[config.mk]
export PLATFORM = sky130hd
export DESIGN_NAME = msp_back_flat
export DESIGN_NICKNAME = d
export VERILOG_FILES = /design/src/rtl/msp_pkg.sv /design/src/rtl/msp_if.sv /design/src/rtl/msp_back.sv /design/src/flat_wrapper.sv
export SDC_FILE = /design/constraint.sdc
export NUM_CORES = 1
export LEC_CHECK = 0
export BUFFER_PORTS_ARGS = -buffer_cell sky130_fd_sc_hd__buf_4
export CAP_MARGIN = 20
export CELL_PAD_IN_SITES_DETAIL_PLACEMENT = 1
export CELL_PAD_IN_SITES_GLOBAL_PLACEMENT = 1
export CORE_ASPECT_RATIO = 0.6
export CORE_MARGIN = 2
export CORE_UTILIZATION = 38
export DETAILED_ROUTE_END_ITERATION = 8
export HOLD_SLACK_MARGIN = 0.05
export PLACE_DENSITY_LB_ADDON = 0.25
export SLEW_MARGIN = 20
export SYNTH_ARGS = -nofsm -noshare
export SYNTH_HDL_FRONTEND = slang
export SYNTH_SLANG_ARGS = --single-unit
[constraint.sdc]
create_clock -name clk -period 4.1 [get_ports clk]
set_clock_uncertainty 0.05 [all_clocks]
set_input_delay 0.41 -clock clk [delete_from_list [all_inputs] [get_ports clk]]
set_output_delay 0.41 -clock clk [all_outputs]
set_load 0.01 [all_outputs]
[src/rtl/msp_pkg.sv]
`default_nettype none

package msp_pkg;

    // Defaults for the top-level parameters.
    localparam int MAX_WIDTH_DEFAULT  = 1024;
    localparam int DATA_WIDTH_DEFAULT = 16;

    // Configuration port.
    localparam int CFG_INDEX_WIDTH = 8;
    localparam int CFG_DATA_WIDTH  = 13;

    localparam logic [CFG_INDEX_WIDTH-1:0] CFG_POOL_MODE     = 8'd0;
    localparam logic [CFG_INDEX_WIDTH-1:0] CFG_IMAGE_WIDTH   = 8'd1;
    localparam logic [CFG_INDEX_WIDTH-1:0] CFG_IMAGE_HEIGHT  = 8'd2;
    localparam logic [CFG_INDEX_WIDTH-1:0] CFG_CHANNEL_COUNT = 8'd3;

    // Bits kept from a configuration write, per register.
    localparam int IMG_W_BITS = 11;
    localparam int IMG_H_BITS = 13;
    localparam int CHAN_BITS  = 13;

    // Reset values of the dimension registers.
    localparam logic [31:0] IMG_W_RESET = 32'd1024;
    localparam logic [31:0] IMG_H_RESET = 32'd1024;
    localparam logic [31:0] CHAN_RESET  = 32'd1;

    // Row and channel dimensions saturate here.
    localparam logic [31:0] DIM_LIMIT = 32'd4096;
    localparam int ROW_WIDTH = 12;

    // Result slots of one pixel, in emission order.
    localparam int RESULT_SLOTS = 4;
    localparam int SLOT_FULL    = 0;
    localparam int SLOT_RIGHT   = 1;
    localparam int SLOT_BOTTOM  = 2;
    localparam int SLOT_CORNER  = 3;

    localparam logic POOL_STRIDE_TWO = 1'b0;
    localparam logic POOL_STRIDE_ONE = 1'b1;

    // Jobs buffered between the front end and the result sequencer.
    localparam int QUEUE_DEPTH = 4;

    // Last valid index of a dimension: zero counts as one, large values saturate.
    function automatic logic [31:0] last_index(input logic [31:0] value,
                                               input logic [31:0] limit);
        logic [31:0] result;
        if (value == 32'd0)
        begin
            result = 32'd0;
        end
        else if (value > limit)
        begin
            result = limit - 32'd1;
        end
        else
        begin
            result = value - 32'd1;
        end
        return result;
    endfunction

endpackage

`default_nettype wire

[src/rtl/msp_if.sv]
`default_nettype none


interface pool_if #(
    parameter int DATA_WIDTH = msp_pkg::DATA_WIDTH_DEFAULT,
    parameter int COL_WIDTH  = $clog2(msp_pkg::MAX_WIDTH_DEFAULT)
);
    logic                                 valid;
    logic                                 ready;
    logic signed [DATA_WIDTH-1:0]         pooled_value;
    logic [COL_WIDTH-1:0]                 out_column;
    logic [msp_pkg::ROW_WIDTH-1:0]        out_row;
    logic [msp_pkg::ROW_WIDTH-1:0]        out_channel;
    logic                                 last_of_run;

    modport source (output valid, output pooled_value, output out_column, output out_row,
                    output out_channel, output last_of_run, input ready);
    modport sink   (input valid, input pooled_value, input out_column, input out_row,
                    input out_channel, input last_of_run, output ready);
endinterface


`default_nettype wire

[src/rtl/msp_back.sv]
`default_nettype none

module msp_back #(
    parameter int MAX_WIDTH  = msp_pkg::MAX_WIDTH_DEFAULT,
    parameter int DATA_WIDTH = msp_pkg::DATA_WIDTH_DEFAULT,
    parameter int JOB_WIDTH  = 4 * DATA_WIDTH + $clog2(MAX_WIDTH)
                               + 2 * msp_pkg::ROW_WIDTH + 1 + msp_pkg::RESULT_SLOTS
) (
    input  logic                 clk,
    input  logic                 rst_n,
    input  logic                 pop_valid,
    output logic                 pop_ready,
    input  logic [JOB_WIDTH-1:0] pop_data,
    pool_if.source               pool_out
);

    localparam int COL_WIDTH = $clog2(MAX_WIDTH);
    localparam int ROW_WIDTH = msp_pkg::ROW_WIDTH;
    localparam int SLOTS     = msp_pkg::RESULT_SLOTS;

    // Field positions inside a job word.
    localparam int MASK_LO   = 0;
    localparam int MODE_BIT  = MASK_LO + SLOTS;
    localparam int N_LO      = MODE_BIT + 1;
    localparam int Y_LO      = N_LO + ROW_WIDTH;
    localparam int X_LO      = Y_LO + ROW_WIDTH;
    localparam int CUR_LO    = X_LO + COL_WIDTH;
    localparam int BOTTOM_LO = CUR_LO + DATA_WIDTH;
    localparam int RIGHT_LO  = BOTTOM_LO + DATA_WIDTH;
    localparam int FULL_LO   = RIGHT_LO + DATA_WIDTH;

    logic [JOB_WIDTH-1:0] job_reg;
    logic [SLOTS-1:0]     rem_reg;
    logic [SLOTS-1:0]     rem_after;

    logic                 out_valid_reg;
    logic [DATA_WIDTH-1:0] value_reg;
    logic [COL_WIDTH-1:0] column_reg;
    logic [ROW_WIDTH-1:0] row_reg;
    logic [ROW_WIDTH-1:0] channel_reg;
    logic                 last_reg;

    logic [COL_WIDTH-1:0]  job_x;
    logic [ROW_WIDTH-1:0]  job_y;
    logic [DATA_WIDTH-1:0] sel_value;
    logic [COL_WIDTH-1:0]  sel_column;
    logic [ROW_WIDTH-1:0]  sel_row;
    logic                  busy;
    logic                  out_load;
    logic                  emit;
    logic                  do_pop;

    assign job_x = job_reg[X_LO +: COL_WIDTH];
    assign job_y = job_reg[Y_LO +: ROW_WIDTH];

    // Lowest pending slot goes out first; that matches the required order.
    always_comb
    begin
        sel_value  = job_reg[CUR_LO +: DATA_WIDTH];
        sel_column = job_x;
        sel_row    = job_y;
        rem_after  = rem_reg;
        priority if (rem_reg[msp_pkg::SLOT_FULL])
        begin
            sel_value = job_reg[FULL_LO +: DATA_WIDTH];
            if (job_reg[MODE_BIT] == msp_pkg::POOL_STRIDE_TWO)
            begin
                sel_column = job_x >> 1;
                sel_row    = job_y >> 1;
            end
            else
            begin
                sel_column = job_x - COL_WIDTH'(1);
                sel_row    = job_y - ROW_WIDTH'(1);
            end
            rem_after[msp_pkg::SLOT_FULL] = 1'b0;
        end
        else if (rem_reg[msp_pkg::SLOT_RIGHT])
        begin
            sel_value = job_reg[RIGHT_LO +: DATA_WIDTH];
            sel_row   = job_y - ROW_WIDTH'(1);
            rem_after[msp_pkg::SLOT_RIGHT] = 1'b0;
        end
        else if (rem_reg[msp_pkg::SLOT_BOTTOM])
        begin
            sel_value  = job_reg[BOTTOM_LO +: DATA_WIDTH];
            sel_column = job_x - COL_WIDTH'(1);
            rem_after[msp_pkg::SLOT_BOTTOM] = 1'b0;
        end
        else if (rem_reg[msp_pkg::SLOT_CORNER])
        begin
            rem_after[msp_pkg::SLOT_CORNER] = 1'b0;
        end
        else
        begin
            rem_after = rem_reg;
        end
    end

    assign busy      = (rem_reg != '0);
    assign out_load  = !out_valid_reg || pool_out.ready;
    assign emit      = busy && out_load;
    assign pop_ready = !busy || (emit && rem_after == '0);
    assign do_pop    = pop_valid && pop_ready;

    always_ff @(posedge clk or negedge rst_n)
    begin
        if (!rst_n)
        begin
            rem_reg       <= '0;
            out_valid_reg <= 1'b0;
        end
        else
        begin
            if (do_pop)
            begin
                rem_reg <= pop_data[MASK_LO +: SLOTS];
            end
            else if (emit)
            begin
                rem_reg <= rem_after;
            end
            if (out_load)
            begin
                out_valid_reg <= emit;
            end
        end
    end

    always_ff @(posedge clk)
    begin
        if (do_pop)
        begin
            job_reg <= pop_data;
        end
        if (emit)
        begin
            value_reg   <= sel_value;
            column_reg  <= sel_column;
            row_reg     <= sel_row;
            channel_reg <= job_reg[N_LO +: ROW_WIDTH];
            last_reg    <= (rem_after == '0);
        end
    end

    assign pool_out.valid        = out_valid_reg;
    assign pool_out.pooled_value = value_reg;
    assign pool_out.out_column   = column_reg;
    assign pool_out.out_row      = row_reg;
    assign pool_out.out_channel  = channel_reg;
    assign pool_out.last_of_run  = last_reg;

endmodule

`default_nettype wire
[src/flat_wrapper.sv]
// flat-port wrapper written by rule: the top's interface ports become plain ports
module msp_back_flat 
#(
    parameter int MAX_WIDTH  = msp_pkg::MAX_WIDTH_DEFAULT,
    parameter int DATA_WIDTH = msp_pkg::DATA_WIDTH_DEFAULT,
    parameter int JOB_WIDTH  = 4 * DATA_WIDTH + $clog2(MAX_WIDTH)
                               + 2 * msp_pkg::ROW_WIDTH + 1 + msp_pkg::RESULT_SLOTS
)
  (clk, rst_n, pop_valid, pop_ready, pop_data, pool_out_valid, pool_out_pooled_value, pool_out_out_column, pool_out_out_row, pool_out_out_channel, pool_out_last_of_run, pool_out_ready);
  pool_if #(.DATA_WIDTH(DATA_WIDTH)) pool_out_i ();
  input  logic clk;
  input  logic rst_n;
  input  logic pop_valid;
  output logic pop_ready;
  input  logic [JOB_WIDTH-1:0] pop_data;
  output wire logic [$bits(pool_out_i.valid)-1:0] pool_out_valid;
  output wire logic [$bits(pool_out_i.pooled_value)-1:0] pool_out_pooled_value;
  output wire logic [$bits(pool_out_i.out_column)-1:0] pool_out_out_column;
  output wire logic [$bits(pool_out_i.out_row)-1:0] pool_out_out_row;
  output wire logic [$bits(pool_out_i.out_channel)-1:0] pool_out_out_channel;
  output wire logic [$bits(pool_out_i.last_of_run)-1:0] pool_out_last_of_run;
  input wire logic [$bits(pool_out_i.ready)-1:0] pool_out_ready;
  assign pool_out_valid = pool_out_i.valid;
  assign pool_out_pooled_value = pool_out_i.pooled_value;
  assign pool_out_out_column = pool_out_i.out_column;
  assign pool_out_out_row = pool_out_i.out_row;
  assign pool_out_out_channel = pool_out_i.out_channel;
  assign pool_out_last_of_run = pool_out_i.last_of_run;
  assign pool_out_i.ready = pool_out_ready;
  msp_back #(.MAX_WIDTH(MAX_WIDTH), .DATA_WIDTH(DATA_WIDTH), .JOB_WIDTH(JOB_WIDTH)) u_core (.clk(clk), .rst_n(rst_n), .pop_valid(pop_valid), .pop_ready(pop_ready), .pop_data(pop_data), .pool_out(pool_out_i));
endmodule
==> flow_summary_export.csv, run 1 <==
group,metric,value,unit
outcome,outcome,"finished clean",
die,num_rows,36,
synth,synth_edf_count,150,
clock_tree,cts_buffers,17,
placed_design,post-dp-hpwl,11.0,mm
synth,ys_ff_latch,155,
critical_path,critPathLaunchType,"flop",
clock_tree,ctsResizeCount,0,
clock_tree,h-tree-depth,4,
die,coreArea,16300,sq um
detailed_routing,first_pass_iters,4,
power,p_leak,3.14,nW
timing,final-hold-violation-count,0,
synth,synthCells,445,
power,p_total,6.32,mW
global_route,grt_max_degree,67,
synth,synth_nets,554,
detailed_routing,via_per_inst,5.04,
timing,hold_slack,0.106,ns
synth,ys_seq_area_share,73.2,%
power,p_per_area,754,nW/um^2
synth,synthArstFlopShare,3.23,%
placed_design,dp_cells,813,
timing,finalCritPeriodShare,73.4,%
final_layout,largest_register_ffs,99,
die,io_pins,160,
detailed_routing,drtAntennaViolNets,0,
synth,synth_area,6330,sq um
final_layout,fin_cells,846,
synth,syn_avg_cell_area,14.2,sq um
final_layout,nFillCells,1639,
detailed_routing,drc,0,
critical_path,path_max_fanout,66,
detailed_routing,wl_per_cell,18.7,um
die,die-area,17700,sq um
detailed_routing,drt_iter0_drc,303,
run,drv_cap,0,
timing,fin_crit,3.01,ns
global_route,grt-ovfl-total,0,
synth,synth_top_area_share,71.2,%
timing,slew_violations,0,
placed_design,io_buffers,159,
final_layout,n_antenna_cell,0,
timing,tightest_slew,0.915,ns
final_layout,syn_to_final_growth,32.4,%
detailed_routing,num_vias,4266,
global_route,track_usage,18.2,%
timing,slew_headroom,38.9,%
final_layout,multi_input_area,1560,sq um
die,dieWidth,171,um
clock_tree,cts_root_buffer,"clkbuf_16",
die,start_util,38.9,%
synth,ys_warn_count,0,
final_layout,final_core_util,51.5,%
final_layout,drive_gt1_share,34.0,%
synth,synth.distinct_cells,52,
final_layout,final-seq-area,4630,sq um
global_route,grt_pass1_vias,4485,
clock_tree,clock-sinks,155,
synth,synth_area_leaders,"edfxtp_1, mux2i_1, a21oi_1, o21ai_0, nand2_1",
critical_path,end_kind,"flop",
worst_hold_path,hp-class,"input port to flop",
power,ir_drop,344,uV
clock_tree,clk_path_buf_depth,2,
synth,ys.flop_type,"edfxtp_1",
timing,rsz0062_at_grt,"false",
final_layout,final_common_cell,"buf_4",
final_layout,nets,715,
clock_tree,insertion_delay,0.42,ns
synth,synth_area_leader_cell,"edfxtp_1",
critical_path,path_class,"flop to flop",
detailed_routing,drt_wl_total,15.8,mm
clock_tree,clk_pin_slew_worst_paths,0.07,ns
final_layout,final_cell_mix,"buf_4, edfxtp_1, a21oi_1",
timing,setup_viol,0,
die,die_h,104,um
timing,tns,0,ns
global_route,grt_pass1_wl,24.3,mm
critical_path,crit_arrival,3.04,ns
placed_design,place_congestion,0.852,
critical_path,worstPathRequired,4.13,ns
global_route,antenna_found_initial,0,
clock_tree,cts_tree,"built",
timing,fmax,332,MHz
## where the power goes
group / switching, mW / internal (mW) / total [mW] / leakage [nW]
clock network: 0.687 / 0.860 / 1.55 / 0.281
logic: 1.16 / 0.772 / 1.94 / 1.38
registers: 0.319 / 2.52 / 2.83 / 1.48
total: 2.17 / 4.15 / 6.32 / 3.14
## per-layer routing
metal / wire length (um) / track usage [%] / share of wire (%)
met1: 7160 / 24.3 / 45
met2: 7160 / 27.4 / 45
met3: 1320 / 7.04 / 8.3
met4: 192 / 5.80 / 1.2
met5: 0 / 0 / 0
## worst paths after layout
path	startpoint	to	slack, ns	cells after the start
worst min-delay path	pop_data[45]	u_core.job_reg[45]	0.11	1
worst max register to register	u_core.rem_reg[0]	u_core.job_reg[96]	1.09	5
max in group asynchronous	rst_n	u_core.rem_reg[0]	3.60	2
worst max-delay path	u_core.rem_reg[0]	u_core.job_reg[96]	1.09	5
min in group asynchronous	rst_n	u_core.rem_reg[2]	0.27	2
worst min register to register	u_core.job_reg[10]	u_core.pool_out.out_channel[5]	0.37	0
## kinds of logic after synthesis
kind of cell    Yosys count  synth area share [%]
flops                   155                  73.2
simple gates            118                  9.33
compound gates          115                  11.4
buf+inv                  34                  2.37
mux                      19                  3.01
fa+ha+maj                 3                 0.554
xor+xnor                  1                 0.138
## worst max-delay path, cell delays in order (launching register included)
cell     delay [ns]
dfrtp_2        0.60
or2_2          0.41
nor3_1         0.43
a21o_1         0.26
and2_4         0.51
buf_12         0.37
## timing repair
item	in CTS	in global routing
hold endpoints to repair	5	0
hold buffers	1	0
setup endpoints to repair	0	0
buffers inserted	0	0
## metrics by stage
step / worst slack [ns] / area (sq um)
after floorplan: 0.694 / 6330
after global placement: 1.23 / 7760
after detailed placement: 1.08 / 7760
after CTS: 1.06 / 8350
after global routing: 0.904 / 8380
final: 1.09 / 8380
## cells in the mapped netlist (5+ instances only)
| library cell | instances |
|---|---|
| a21oi_1 | 37 |
| nand3_1 | 10 |
| clkbuf_1 | 15 |
| nor2b_1 | 5 |
| edfxtp_1 | 150 |
| nor3b_1 | 5 |
| dfrtp_1 | 5 |
| inv_1 | 10 |
| nor2_1 | 34 |
| nor3_1 | 5 |
| o21ai_0 | 30 |
| nand2_1 | 36 |
| mux2i_1 | 19 |
| a211oi_1 | 7 |
| nand2b_1 | 6 |
## final cells by class
type / instances / share of cell area, %
inverter: 10 / 0.448
tap: 228 / 3.40
timing repair buffer: 166 / 15.3
sequential: 155 / 55.3
clock buffer: 17 / 5.08
clock inverter: 14 / 1.85
multi-input combinational: 256 / 18.7
Power figures use the tool's default switching activity.
==> run 2: changes to the inputs <==
==> constraint.sdc (replaced) <==
create_clock -name clk -period 2.7 [get_ports clk]
set_clock_uncertainty 0.05 [all_clocks]
set_input_delay 0.27 -clock clk [delete_from_list [all_inputs] [get_ports clk]]
set_output_delay 0.27 -clock clk [all_outputs]
set_load 0.01 [all_outputs]
==> run 2 against run 1 <==
Net effect: first-iteration DRC count is 6.9% higher; count of clock-buffer cells in the layout stayed put; sequential power grew 50%; maximum frequency up 23%; critical path depth unchanged; sequential cell count did not move; critical path type unchanged.
==> flow_summary_export.csv, run 2 (synthesis results as in run 1) <==
group,metric,value,unit
outcome,outcome,"finished clean",
detailed_routing,num_vias,4749,
power,p_total,9.70,mW
detailed_routing,via_per_inst,4.99,
detailed_routing,wl_per_cell,18.3,um
die,num_rows,36,
timing,tns,0,ns
global_route,grt_pass1_vias,4987,
final_layout,final_core_util,57.7,%
die,die_h,104,um
clock_tree,insertion_delay,0.44,ns
clock_tree,h-tree-depth,4,
power,pwr-share-comb,32.4,%
timing,slew_violations,0,
power,switching_power,3.31,mW
die,dieWidth,171,um
worst_hold_path,hp-class,"input port to flop",
timing,final-hold-violation-count,0,
global_route,grt_max_degree,71,
final_layout,n_antenna_cell,0,
power,p_seq_share,43.8,%
power,ir_drop,453,uV
clock_tree,ctsResizeCount,0,
final_layout,final_common_cell,"buf_4",
clock_tree,cts_tree,"built",
placed_design,placed_cell_area,7800,sq um
detailed_routing,drtAntennaViolNets,0,
final_layout,final_cell_mix,"buf_4, edfxtp_1, dlygate4sd3_1",
die,io_pins,160,
final_layout,drive_gt1_share,29.7,%
timing,hold_slack,0.0636,ns
critical_path,path_max_fanout,29,
final_layout,design_area,9380,sq um
final_layout,nFillCells,1596,
clock_tree,clk_pin_slew_worst_paths,0.06,ns
detailed_routing,drt_iter0_drc,324,
placed_design,io_buffers,159,
power,intPower,6.39,mW
die,coreArea,16300,sq um
timing,slew_headroom,51.0,%
detailed_routing,drc,0,
run,drv_cap,0,
power,power.share.switching,34.1,%
die,die-area,17700,sq um
timing,tightest_slew,0.729,ns
timing,fmax,409,MHz
power,clockPowerShare,23.8,%
global_route,antenna_found_initial,0,
placed_design,post-dp-hpwl,10.7,mm
clock_tree,clk_path_buf_depth,2,
timing,fin_crit,2.45,ns
critical_path,critPathLaunchType,"flop",
global_route,track_usage,20.4,%
final_layout,largest_register_ffs,99,
final_layout,syn_to_final_growth,48.2,%
detailed_routing,drt_wl_total,17.4,mm
critical_path,crit_arrival,2.48,ns
power,p_leak,3.56,nW
global_route,grt-ovfl-total,0,
critical_path,end_kind,"flop",
die,start_util,38.9,%
global_route,grt_pass1_wl,27.2,mm
clock_tree,cts_buffers,17,
power,p_per_area,1030,nW/um^2
timing,setup_viol,0,
clock_tree,cts_root_buffer,"clkbuf_16",
clock_tree,clock-sinks,155,
detailed_routing,first_pass_iters,4,
placed_design,place_congestion,0.804,
timing,finalCritPeriodShare,90.6,%
timing,rsz0062_at_grt,"false",
critical_path,worstPathRequired,2.73,ns
critical_path,path_class,"flop to flop",
final_layout,nets,820,
-- run 2: changes by cell type in the layout (fill, tap and decap cells not counted), moves of 2 or more --
cell,delta
inv_8,-3
clkinv_2,+2
clkinv_4,+2
clkinvlp_4,+2
dlygate4sd3_1,+100
buf_4,+6
-- run 2: routing by layer --
metal / GRT usage, % / wire, um
met5: 0 / 0
met4: 6.47 / 227
met3: 5.44 / 1010
met2: 33.2 / 8450
met1: 26.8 / 7760
-- run 2: cell type report --
| cell class | instances | area (sq um) | share of cell area [%] |
|---|---|---|---|
| Timing Repair Buffer | 271 | 2300 | 24.5 |
| Tap cell | 228 | 285 | 3.04 |
| Multi-Input combinational cell | 256 | 1560 | 16.6 |
| Clock buffer | 17 | 425 | 4.54 |
| Sequential cell | 155 | 4630 | 49.4 |
| Clock inverter | 15 | 139 | 1.48 |
| Inverter | 10 | 37.5 | 0.400 |
-- run 2: critical path, stage by stage (launching register included) --
cell	delay, ns
dfrtp_2	0.41
or2_2	0.35
nor3_1	0.45
a21o_1	0.25
and2_4	0.20
buf_4	0.36
-- run 2: power by group through the flow --
stage	registers (mW)	clock network [mW]	logic (mW)
floorplan	4.33	0	1.55
global route	4.34	2.45	3.44
CTS	4.25	2.34	3.15
detailed placement	4.28	0	3.03
finish	4.25	2.31	3.14
global placement	4.24	0	2.91
-- run 2: worst paths after layout --
path,from,to,slack (ns),cells after the start
max reg2reg,u_core.rem_reg[1],u_core.job_reg[36],0.25,5
min in group asynchronous,rst_n,u_core.pool_out.valid,0.13,2
max,u_core.rem_reg[1],u_core.job_reg[36],0.25,5
min reg2reg,u_core.job_reg[14],u_core.pool_out.out_channel[9],0.37,0
min,pop_data[0],u_core.rem_reg[0],0.06,2
max in group asynchronous,rst_n,u_core.rem_reg[1],2.34,2
-- run 2: stage by stage --
step | cells | setup WS [ns]
after global placement | 819 | 0.413
after global routing | 952 | 0.123
after detailed placement | 819 | 0.310
final | 952 | 0.254
after floorplan | 445 | 0.127
after CTS | 952 | 0.282
-- run 2: what timing repair did --
item,4_1_cts,5_1_grt
setup buffers,0,0
hold endpoints to repair,105,0
hold buffers,101,0
setup endpoints to repair,0,0
