File: src/rtl/msp_pkg.sv
`default_nettype none

package msp_pkg;

    // Defaults for the top-level parameters.
    localparam int MAX_WIDTH_DEFAULT  = 1024;
    localparam int DATA_WIDTH_DEFAULT = 16;

    // Configuration port.
    localparam int CFG_INDEX_WIDTH = 8;
    localparam int CFG_DATA_WIDTH  = 13;

    localparam logic [CFG_INDEX_WIDTH-1:0] CFG_POOL_MODE     = 8'd0;
    localparam logic [CFG_INDEX_WIDTH-1:0] CFG_IMAGE_WIDTH   = 8'd1;
    localparam logic [CFG_INDEX_WIDTH-1:0] CFG_IMAGE_HEIGHT  = 8'd2;
    localparam logic [CFG_INDEX_WIDTH-1:0] CFG_CHANNEL_COUNT = 8'd3;

    // Bits kept from a configuration write, per register.
    localparam int IMG_W_BITS = 11;
    localparam int IMG_H_BITS = 13;
    localparam int CHAN_BITS  = 13;

    // Reset values of the dimension registers.
    localparam logic [31:0] IMG_W_RESET = 32'd1024;
    localparam logic [31:0] IMG_H_RESET = 32'd1024;
    localparam logic [31:0] CHAN_RESET  = 32'd1;

    // Row and channel dimensions saturate here.
    localparam logic [31:0] DIM_LIMIT = 32'd4096;
    localparam int ROW_WIDTH = 12;

    // Result slots of one pixel, in emission order.
    localparam int RESULT_SLOTS = 4;
    localparam int SLOT_FULL    = 0;
    localparam int SLOT_RIGHT   = 1;
    localparam int SLOT_BOTTOM  = 2;
    localparam int SLOT_CORNER  = 3;

    localparam logic POOL_STRIDE_TWO = 1'b0;
    localparam logic POOL_STRIDE_ONE = 1'b1;

    // Jobs buffered between the front end and the result sequencer.
    localparam int QUEUE_DEPTH = 4;

    // Last valid index of a dimension: zero counts as one, large values saturate.
    function automatic logic [31:0] last_index(input logic [31:0] value,
                                               input logic [31:0] limit);
        logic [31:0] result;
        if (value == 32'd0)
        begin
            result = 32'd0;
        end
        else if (value > limit)
        begin
            result = limit - 32'd1;
        end
        else
        begin
            result = value - 32'd1;
        end
        return result;
    endfunction

endpackage

`default_nettype wire

File: src/rtl/msp_queue.sv
`default_nettype none

module msp_queue #(
    parameter int WIDTH = 8
) (
    input  logic             clk,
    input  logic             rst_n,
    input  logic             push_valid,
    output logic             push_ready,
    input  logic [WIDTH-1:0] push_data,
    output logic             pop_valid,
    input  logic             pop_ready,
    output logic [WIDTH-1:0] pop_data
);

    localparam int DEPTH = msp_pkg::QUEUE_DEPTH;
    localparam int PTR_W = $clog2(DEPTH);
    localparam int CNT_W = $clog2(DEPTH + 1);

    logic [WIDTH-1:0] entry_reg [DEPTH];
    logic [PTR_W-1:0] wr_ptr_reg;
    logic [PTR_W-1:0] rd_ptr_reg;
    logic [CNT_W-1:0] count_reg;
    logic             do_push;
    logic             do_pop;

    assign push_ready = (count_reg != CNT_W'(DEPTH));
    assign pop_valid  = (count_reg != '0);
    assign pop_data   = entry_reg[rd_ptr_reg];
    assign do_push    = push_valid && push_ready;
    assign do_pop     = pop_valid && pop_ready;

    always_ff @(posedge clk)
    begin
        if (do_push)
        begin
            entry_reg[wr_ptr_reg] <= push_data;
        end
    end

    always_ff @(posedge clk or negedge rst_n)
    begin
        if (!rst_n)
        begin
            wr_ptr_reg <= '0;
            rd_ptr_reg <= '0;
            count_reg  <= '0;
        end
        else
        begin
            if (do_push)
            begin
                wr_ptr_reg <= (wr_ptr_reg == PTR_W'(DEPTH - 1)) ? '0
                                                                : wr_ptr_reg + PTR_W'(1);
            end
            if (do_pop)
            begin
                rd_ptr_reg <= (rd_ptr_reg == PTR_W'(DEPTH - 1)) ? '0
                                                                : rd_ptr_reg + PTR_W'(1);
            end
            if (do_push && !do_pop)
            begin
                count_reg <= count_reg + CNT_W'(1);
            end
            else if (do_pop && !do_push)
            begin
                count_reg <= count_reg - CNT_W'(1);
            end
        end
    end

endmodule

`default_nettype wire

File: config.mk
export PLATFORM = sky130hd
export DESIGN_NAME = msp_queue
export DESIGN_NICKNAME = d
export VERILOG_FILES = /design/src/rtl/msp_pkg.sv /design/src/rtl/msp_queue.sv
export SDC_FILE = /design/constraint.sdc
export NUM_CORES = 1
export LEC_CHECK = 0
export BUFFER_PORTS_ARGS = -buffer_cell sky130_fd_sc_hd__buf_4
export CAP_MARGIN = 0
export CELL_PAD_IN_SITES_DETAIL_PLACEMENT = 1
export CELL_PAD_IN_SITES_GLOBAL_PLACEMENT = 2
export CORE_MARGIN = 1.5
export CORE_UTILIZATION = 45
export CTS_CLUSTER_DIAMETER = 60
export DETAILED_ROUTE_END_ITERATION = 12
export PLACE_DENSITY_LB_ADDON = 0.1
export REMOVE_ABC_BUFFERS = 1
export SYNTH_ARGS = -nofsm -noshare
export SYNTH_HDL_FRONTEND = slang
export SYNTH_SLANG_ARGS = --single-unit
File: constraint.sdc
create_clock -name clk -period 5.75 [get_ports clk]
set_input_delay 0.2875 -clock clk [delete_from_list [all_inputs] [get_ports clk]]
set_output_delay 0.2875 -clock clk [all_outputs]
set_load 0.02 [all_outputs]
==> results.yml, run 1 <==
worst_setup_path:
  worst_setup_path_end_kind: "flip-flop"
  startpoint_type: "flip-flop"
  slowest_delay_ps: 480
  cp.required_ps: 6020
  path_common_cell: "xor2_1"
  cp_max_fo: 4
  path_cells: "or3_2, nand2_1, ha_1, inv_1, fa_1, xor2_1, nor2_1, xor2_1"
  criticalPathCategory: "flip-flop to flip-flop"
  cp.arrival_ps: 2500
  timing.critical_path.slowest_stage_cell: "or3_2"
logic_synthesis:
  post_synth_num_cell_types: 18
  synth_top_flop_cell: "edfxtp_1"
  synth_area_um2: 1590
  yosysMostFrequentCell: "edfxtp_1"
  netlist_top_cells_area: "edfxtp_1, mux4_2, dfrtp_1, ha_1, mux2_2"
  ys_async_sr_fraction_pct: 17.9
  synth.yosys.seq_area_share_pct: 71.3
  synth_cells: 78
  number_of_flip_flops_and_latches_in_the_synthesized_netlist: 39
  synth_edf_count: 32
  synth_common_cells: "edfxtp_1, mux4_2, dfrtp_1"
  yosysTopAreaCellShare_pct: 60.3
  synth_warnings: 0
  synth_area_leader_cell: "edfxtp_1"
  syn-mean-instance-area_um2: 20.4
place:
  detailedPlacementHpwl_um: 1790
  place.gp.congestion: 0.681
  count_of_port_buffers_added_during_placement: 21
  placed_area_um2: 1800
timing:
  period_share_pct: 38.8
  setup_viol_count_final: 0
  tightestPinTransition_ps: 606
  fin_worst_skew_ps: 9.72
  grt_setup_unrepaired: "false"
  worst_slew_margin_rel_pct: 59.6
  timing.hold.ws_ps: 134
  final_period_minus_worst_setup_slack_ps: 2230
  report.final.slew_viol_count: 0
  report.final.hold_viol_count: 0
  fmax_ghz: 0.449
  fin_setup_tns_ps: 0
route:
  wirelength_um: 2610
  wire_per_inst_um: 17.2
  viasPerCell: 5.18
  detailedRoute.firstIterationViolations: 18
  route.vias.total: 787
  drt_pre_antenna_iters: 4
  ant_nets: 0
  drc: 0
pwr:
  power.ir.vdd_worst_uv: 214
  power.static_leakage_uw: 0.000712
  power_density_nw_per_um2: 504
clock_network:
  cts_root_buffer: "clkbuf_4"
  numCtsBuffers: 5
  worst_setup_hold_path_clk_slew_ps: 120
  cts.htree.levels: 2
  worstSkewPairLatency_ps: 340
  post_cts_buffers: 0
  cts.sinks: 39
  cts_tree: "yes"
  max-clock-path-buffers: 2
global_route:
  globalRoute.totalOverflow: 0
  global_route.usage.total_pct: 15.8
  grt_max_degree: 13
  first_global_vias: 871
  grt_antenna_before_repair: 0
  grt_first_pass_wirelength_um: 4400
floorplan:
  die_height_um: 62.5
  core_area_um2: 3360
  floorplan.initialDensity_pct: 47.4
  floorplan.die.width_um: 62.5
  placement_rows: 21
  boundaryPins: 22
  die_area_um2: 3910
run_status:
  run_status: "complete, no violations"
layout:
  antennaDiodeCount: 0
  final_net_count: 124
  largest_register_ff_count: 32
  drive_above_1_share_pct: 45.3
  synthToLayoutAreaGrowth_pct: 17.3
  final_cell_area_um2: 1870
flow_run:
  drv.max_cap_violation_count: 0
hold_path:
  worstHoldPathType: "input port to flip-flop"
layout by cell type (no fill, tap or decap), types with 2 or more instances in the layout:
cell	n
buf_4	21
nor2_1	3
xor2_1	2
dfrtp_1	7
mux2_4	2
inv_1	3
ha_1	6
edfxtp_1	32
and3_2	4
mux2_2	3
mux4_2	8
clkbuf_4	5
final timing paths:
path	startpoint	to	slack, ps	cells past startpoint
worst min register to register	count_reg[2]$_DFFE_PN0P_	count_reg[2]$_DFFE_PN0P_	510	1
worst max-delay path	count_reg[0]$_DFFE_PN0P_	count_reg[2]$_DFFE_PN0P_	3520	8
worst max register to register	count_reg[0]$_DFFE_PN0P_	count_reg[2]$_DFFE_PN0P_	3520	8
max in group asynchronous	rst_n	wr_ptr_reg[1]$_DFFE_PN0P_	5320	2
min in group asynchronous	rst_n	rd_ptr_reg[0]$_DFFE_PN0P_	310	2
worst min-delay path	push_data[1]	entry_reg[0][1]$_DFFE_PP_	130	1
area by class of cell:
| cell class | count | area [µm²] |
|---|---|---|
| tap | 46 | 57.6 |
| fill | 343 | 1490 |
| inverter | 3 | 11.3 |
| clock buffer | 7 | 55.1 |
| timing repair buffer | 22 | 168 |
| clock inverter | 1 | 5.00 |
| sequential | 39 | 1140 |
| multi-input combinational | 34 | 438 |
cells by family after synthesis:
| family | Yosys count | share of synthesized area [%] |
|---|---|---|
| flip-flops | 39 | 71.3 |
| buffers and inverters | 5 | 1.26 |
| multiplexers | 13 | 15.3 |
| AND/OR/NAND/NOR | 11 | 4.55 |
| XOR/XNOR | 3 | 1.65 |
| adder cells (fa/ha/maj) | 7 | 5.97 |
layer usage:
metal / track usage (%) / part of all wire, % / vias up
li1: - / - / 356
met1: 17.6 / 41 / 410
met2: 25.9 / 53 / 15
met3: 6.49 / 4.1 / 6
met4: 8.33 / 2.2 / 0
met5: 0 / 0 / -
power by group:
group	switching (µW)	internal (µW)
logic	161	189
registers	66.4	382
clock network	86.0	59.3
worst max-delay path, delay by kind of cell (launching register included):
kind / cells / cell delay (ps)
XOR/XNOR: 2 / 300
adder cells (fa/ha/maj): 2 / 590
buffers and inverters: 1 / 70
AND/OR/NAND/NOR: 3 / 760
flip-flops: 1 / 450
stage by stage:
| stage | util, % | power, µW | instances | setup WS [ps] |
|---|---|---|---|---|
| after floorplan | - | 681 | 76 | 3600 |
| after global placement | 53.5 | 802 | 143 | 3560 |
| after detailed placement | 53.5 | 812 | 143 | 3540 |
| after CTS | 55.6 | 959 | 152 | 3510 |
| after global routing | 55.6 | 1000 | 152 | 3370 |
| final | 55.6 | 943 | 152 | 3520 |
repair_timing:
item,4_1_cts,5_1_grt
endpoints found under the hold margin,7,0
gates resized for setup,0,0
hold buffers,1,0
No activity file was read; power rests on OpenSTA's default activity.
==> run 2, diff against run 1 <==
--- a/config.mk
+++ b/config.mk
@@ -10,7 +10,7 @@
 export CELL_PAD_IN_SITES_DETAIL_PLACEMENT = 1
 export CELL_PAD_IN_SITES_GLOBAL_PLACEMENT = 2
 export CORE_MARGIN = 1.5
-export CORE_UTILIZATION = 45
+export CORE_UTILIZATION = 38
 export CTS_CLUSTER_DIAMETER = 60
 export DETAILED_ROUTE_END_ITERATION = 12
 export PLACE_DENSITY_LB_ADDON = 0.1
==> constraint.sdc (replaced) <==
create_clock -name clk -period 1.9 [get_ports clk]
set_input_delay 0.095 -clock clk [delete_from_list [all_inputs] [get_ports clk]]
set_output_delay 0.095 -clock clk [all_outputs]
set_load 0.02 [all_outputs]
==> results.yml, run 2 (synthesis gave the netlist of run 1 again) <==
hold_path:
  hold-path-cell-count: 1
  hold_crit_start: "push_data[0]"
  hold_path_end: "entry_reg[0][0]$_DFFE_PP_"
  worstHoldPathType: "input port to flip-flop"
route:
  drt_pre_antenna_iters: 4
  ant_nets: 0
  drc: 0
  wirelength_um: 2810
  detailedRoute.firstIterationViolations: 48
  wire_per_inst_um: 16.6
  viasPerCell: 4.92
  route.vias.total: 831
layout:
  final_net_count: 137
  multiInputGateArea_um2: 457
  synthToLayoutAreaGrowth_pct: 27.6
  final.fill_count: 397
  final_cell_area_um2: 2030
  ff_latch_area_um2: 1140
  drive_above_1_share_pct: 51.3
  mostFrequentLayoutCells: "edfxtp_1, buf_4, mux4_2"
  largest_register_ff_count: 32
  layout.cells.most_common: "edfxtp_1"
  antennaDiodeCount: 0
floorplan:
  core_area_um2: 4030
  boundaryPins: 22
  die_height_um: 67.8
  placement_rows: 23
  die_area_um2: 4590
  floorplan.die.width_um: 67.8
  floorplan.initialDensity_pct: 39.6
global_route:
  global_route.usage.met3_pct: 5.50
  first_global_vias: 868
  global_route.usage.total_pct: 14.4
  grt_max_degree: 13
  grt_antenna_before_repair: 0
  grt_util_met1_pct: 17.0
  grt_first_pass_wirelength_um: 4400
  globalRoute.totalOverflow: 0
  busiest_layer: "met2"
  grtUsageMet2_pct: 24.4
place:
  place.gp.congestion: 0.735
  placed_area_um2: 1870
  detailedPlacementHpwl_um: 1990
  count_of_port_buffers_added_during_placement: 21
timing:
  timing.hold.ws_ps: 15.0
  tightestPinTransition_ps: 440
  fin_setup_tns_ps: -25.9
  grt_setup_unrepaired: "true"
  final_period_minus_worst_setup_slack_ps: 1930
  fin_worst_skew_ps: 7.91
  postLayoutSetupSlackWorst_ps: -25.9
  report.final.slew_viol_count: 0
  fmax_ghz: 0.519
  period_share_pct: 101
  setup_viol_count_final: 1
  worst_slew_margin_rel_pct: 70.7
  report.final.hold_viol_count: 0
worst_setup_path:
  cp_max_fo: 3
  r2r-start: "count_reg[0]$_DFFE_PN0P_"
  path_cells: "or3b_4, and2_4, ha_4, inv_2, fa_1, mux2_2"
  timing.critical_path.slowest_stage_cell: "dfrtp_1"
  worst-r2r-setup-slack_ps: -30
  startpoint_type: "flip-flop"
  slowest_delay_ps: 400
  cp.arrival_ps: 2110
  cp.required_ps: 2080
  worst_setup_path_end_kind: "flip-flop"
  crit-reg2reg-capture: "count_reg[1]$_DFFE_PN0P_"
  critical_path.n_buffers_inverters: 1
  reg2regPathDepth: 6
  criticalPathCategory: "flip-flop to flip-flop"
  timing.critical_path.max_delay_family: "simple AND/OR/NAND/NOR gates"
clock_network:
  cts_tree: "yes"
  max-clock-path-buffers: 2
  cts_root_buffer: "clkbuf_8"
  worst_setup_hold_path_clk_slew_ps: 80
  cts.htree.levels: 2
  numCtsBuffers: 5
  worstSkewPairLatency_ps: 290
  cts.sinks: 39
flow_run:
  drv.max_cap_violation_count: 0
pwr:
  finalPower_uw: 3120
  power.ir.vdd_worst_uv: 590
  power_density_nw_per_um2: 1540
  power.static_leakage_uw: 0.000784
run_status:
  run_status: "finished, violations left"
  failed_checks: "setup timing"
==> run 2: per-stage QoR <==
step	setup WS, ps	util [%]	std cells
6_report	-25.9	50.5	169
5_1_grt	-90.8	50.5	169
2_1_floorplan	-247	-	76
4_1_cts	-72.0	50.5	169
3_5_place_dp	-183	46.3	155
3_3_place_gp	-96.1	46.3	155
==> run 2: routing by layer <==
layer | wire (µm) | part of all wire (%)
met1 | 1190 | 42
met2 | 1470 | 52
met3 | 111 | 4.0
met4 | 32 | 1.1
met5 | 0 | 0
==> run 2: worst max-delay path by stage <==
stage | start | to | slack, ps | cells past startpoint
3_3_place_gp | count_reg[0]$_DFFE_PN0P_ | count_reg[2]$_DFFE_PN0P_ | -100 | 8
4_1_cts | count_reg[1]$_DFFE_PN0P_ | count_reg[1]$_DFFE_PN0P_ | -70 | 6
3_5_place_dp | count_reg[2]$_DFFE_PN0P_ | count_reg[2]$_DFFE_PN0P_ | -180 | 8
2_1_floorplan | count_reg[0]$_DFFE_PN0P_ | count_reg[2]$_DFFE_PN0P_ | -250 | 8
6_report | count_reg[0]$_DFFE_PN0P_ | count_reg[1]$_DFFE_PN0P_ | -30 | 6
5_1_grt | count_reg[0]$_DFFE_PN0P_ | count_reg[1]$_DFFE_PN0P_ | -90 | 6
==> run 2: repair_timing <==
| item | 4_1_cts | 5_1_grt |
|---|---|---|
| setup buffers | 1 | 0 |
| endpoints found under the setup margin | 10 | 2 |
| hold endpoints to repair | 23 | 0 |
| hold buffers | 5 | 0 |
| resized for setup | 6 | 0 |
| pin swaps | 4 | 3 |
==> run 2: power breakdown <==
group / total [µW] / internal (µW) / switching [µW]
sequential: 1350 / 1160 / 185
combinational: 1210 / 685 / 529
clock: 565 / 293 / 273
==> run 2: cell type report <==
cell class | count | share of cell area (%)
Sequential cell | 39 | 55.9
Multi-Input combinational cell | 34 | 22.4
Timing Repair Buffer | 35 | 13.5
Clock buffer | 7 | 4.24
Tap cell | 50 | 3.08
Inverter | 3 | 0.554
Clock inverter | 1 | 0.246
==> run 3, diff against run 2 <==
--- a/config.mk
+++ b/config.mk
@@ -5,6 +5,7 @@
 export SDC_FILE = /design/constraint.sdc
 export NUM_CORES = 1
 export LEC_CHECK = 0
+export ABC_CLOCK_PERIOD_IN_PS = 1900
 export BUFFER_PORTS_ARGS = -buffer_cell sky130_fd_sc_hd__buf_4
 export CAP_MARGIN = 0
 export CELL_PAD_IN_SITES_DETAIL_PLACEMENT = 1
@@ -15,6 +16,7 @@
 export DETAILED_ROUTE_END_ITERATION = 12
 export PLACE_DENSITY_LB_ADDON = 0.1
 export REMOVE_ABC_BUFFERS = 1
+export SETUP_SLACK_MARGIN = 0.15
 export SYNTH_ARGS = -nofsm -noshare
 export SYNTH_HDL_FRONTEND = slang
 export SYNTH_SLANG_ARGS = --single-unit
==> results.yml, run 3 (synthesis gave the netlist of run 1 again) <==
run_status:
  run_status: "finished, violations left"
  failed_checks: "setup timing"
global_route:
  grt_max_degree: 13
  first_global_vias: 868
  grt_antenna_before_repair: 0
  globalRoute.totalOverflow: 0
  grt_first_pass_wirelength_um: 4400
  global_route.usage.total_pct: 14.4
place:
  count_of_port_buffers_added_during_placement: 21
  place_ws_ps: -183
  detailedPlacementHpwl_um: 1990
  dpl.cell_count: 155
  place.gp.congestion: 0.735
route:
  detailedRoute.firstIterationViolations: 48
  wirelength_um: 2800
  viasPerCell: 4.92
  wire_per_inst_um: 16.6
  drc: 0
  route.vias.total: 831
  ant_nets: 0
  drt_pre_antenna_iters: 4
pwr:
  power_density_nw_per_um2: 1540
  power.ir.vdd_worst_uv: 592
  power.static_leakage_uw: 0.000784
  finalPower_uw: 3130
timing:
  fmax_ghz: 0.519
  grt_setup_unrepaired: "true"
  report.final.hold_viol_count: 0
  fin_worst_skew_ps: 7.82
  worst_slew_margin_rel_pct: 70.7
  postLayoutSetupSlackWorst_ps: -25.9
  period_share_pct: 101
  setup_viol_count_final: 1
  report.final.slew_viol_count: 0
  tightestPinTransition_ps: 440
  final_period_minus_worst_setup_slack_ps: 1930
clock_network:
  worstSkewPairLatency_ps: 290
  worst_setup_hold_path_clk_slew_ps: 80
  cts_root_buffer: "clkbuf_8"
  cts.htree.levels: 2
  max-clock-path-buffers: 2
  cts_tree: "yes"
  cts.sinks: 39
  numCtsBuffers: 5
hold_path:
  hold_path_end: "entry_reg[0][0]$_DFFE_PP_"
  hold-path-cell-count: 1
  hold_crit_start: "push_data[0]"
  worstHoldPathType: "input port to flip-flop"
layout:
  layout.cells.most_common: "edfxtp_1"
  final_net_count: 137
  drive_above_1_share_pct: 51.3
  mostFrequentLayoutCells: "edfxtp_1, buf_4, mux4_2"
  ff_latch_area_um2: 1140
  final.fill_count: 396
  final_cells: 169
  largest_register_ff_count: 32
  antennaDiodeCount: 0
  synthToLayoutAreaGrowth_pct: 27.8
  multiInputGateArea_um2: 457
floorplan:
  placement_rows: 23
  floorplan.die.width_um: 67.8
  floorplan.initialDensity_pct: 39.6
  boundaryPins: 22
  die_area_um2: 4590
  die_height_um: 67.8
  core_area_um2: 4030
worst_setup_path:
  slowest_delay_ps: 400
  cp_max_fo: 3
  path_cells: "or3b_4, and2_4, ha_4, inv_2, fa_1, mux2_2"
  critical_path.n_buffers_inverters: 1
  reg2regPathDepth: 6
  crit-reg2reg-capture: "count_reg[1]$_DFFE_PN0P_"
  r2r-start: "count_reg[0]$_DFFE_PN0P_"
  worst-r2r-setup-slack_ps: -30
  criticalPathCategory: "flip-flop to flip-flop"
  cp.arrival_ps: 2110
  startpoint_type: "flip-flop"
  worst_setup_path_end_kind: "flip-flop"
  timing.critical_path.max_delay_family: "simple AND/OR/NAND/NOR gates"
  timing.critical_path.slowest_stage_cell: "dfrtp_1"
  cp.required_ps: 2080
flow_run:
  drv.max_cap_violation_count: 0
## run 3: layer usage
metal / vias up / track usage, % / share of wire [%]
met2: 15 / 24.4 / 52
met4: 0 / 4.59 / 1.1
li1: 381 / - / -
met5: - / 0 / 0
met1: 432 / 17.0 / 43
met3: 3 / 5.50 / 4.0
## run 3: timing repair
item | 4_1_cts | 5_1_grt
hold buffers | 5 | 0
endpoints found under the setup margin | 10 | 10
pin swaps | 4 | 3
setup buffers | 1 | 0
hold endpoints to repair | 23 | 0
gates resized for setup | 6 | 1
## run 3: how the worst max path moves through the flow
stage	from	end	slack [ps]	cells past startpoint
2_1_floorplan	count_reg[0]$_DFFE_PN0P_	count_reg[2]$_DFFE_PN0P_	-250	8
3_3_place_gp	count_reg[0]$_DFFE_PN0P_	count_reg[2]$_DFFE_PN0P_	-100	8
3_5_place_dp	count_reg[2]$_DFFE_PN0P_	count_reg[2]$_DFFE_PN0P_	-180	8
4_1_cts	count_reg[1]$_DFFE_PN0P_	count_reg[1]$_DFFE_PN0P_	-70	6
5_1_grt	count_reg[0]$_DFFE_PN0P_	count_reg[1]$_DFFE_PN0P_	-90	6
6_report	count_reg[0]$_DFFE_PN0P_	count_reg[1]$_DFFE_PN0P_	-30	6
## run 3: area by class of cell
class	instances	share of cell area (%)
Clock buffer	7	4.24
Multi-Input combinational cell	34	22.4
Inverter	3	0.553
Tap cell	50	3.07
Clock inverter	1	0.246
Timing Repair Buffer	35	13.5
Sequential cell	39	56.0
## run 3: power breakdown
group          total (µW)  internal [µW]  switching (µW)
Combinational        1210            685             529
Clock                 565            293             273
Sequential           1350           1170             184
Total                3130           2140             986
## run 3: through the flow
stage	hold slack, ps	util (%)	TNS, ps	cell area, µm²
2_1_floorplan	-201	-	-462	1590
3_3_place_gp	-85.4	46.3	-190	1870
3_5_place_dp	-84.8	46.3	-317	1870
4_1_cts	0.807	50.5	-138	2030
5_1_grt	3.49	50.6	-176	2040
6_report	14.9	50.6	-25.9	2040
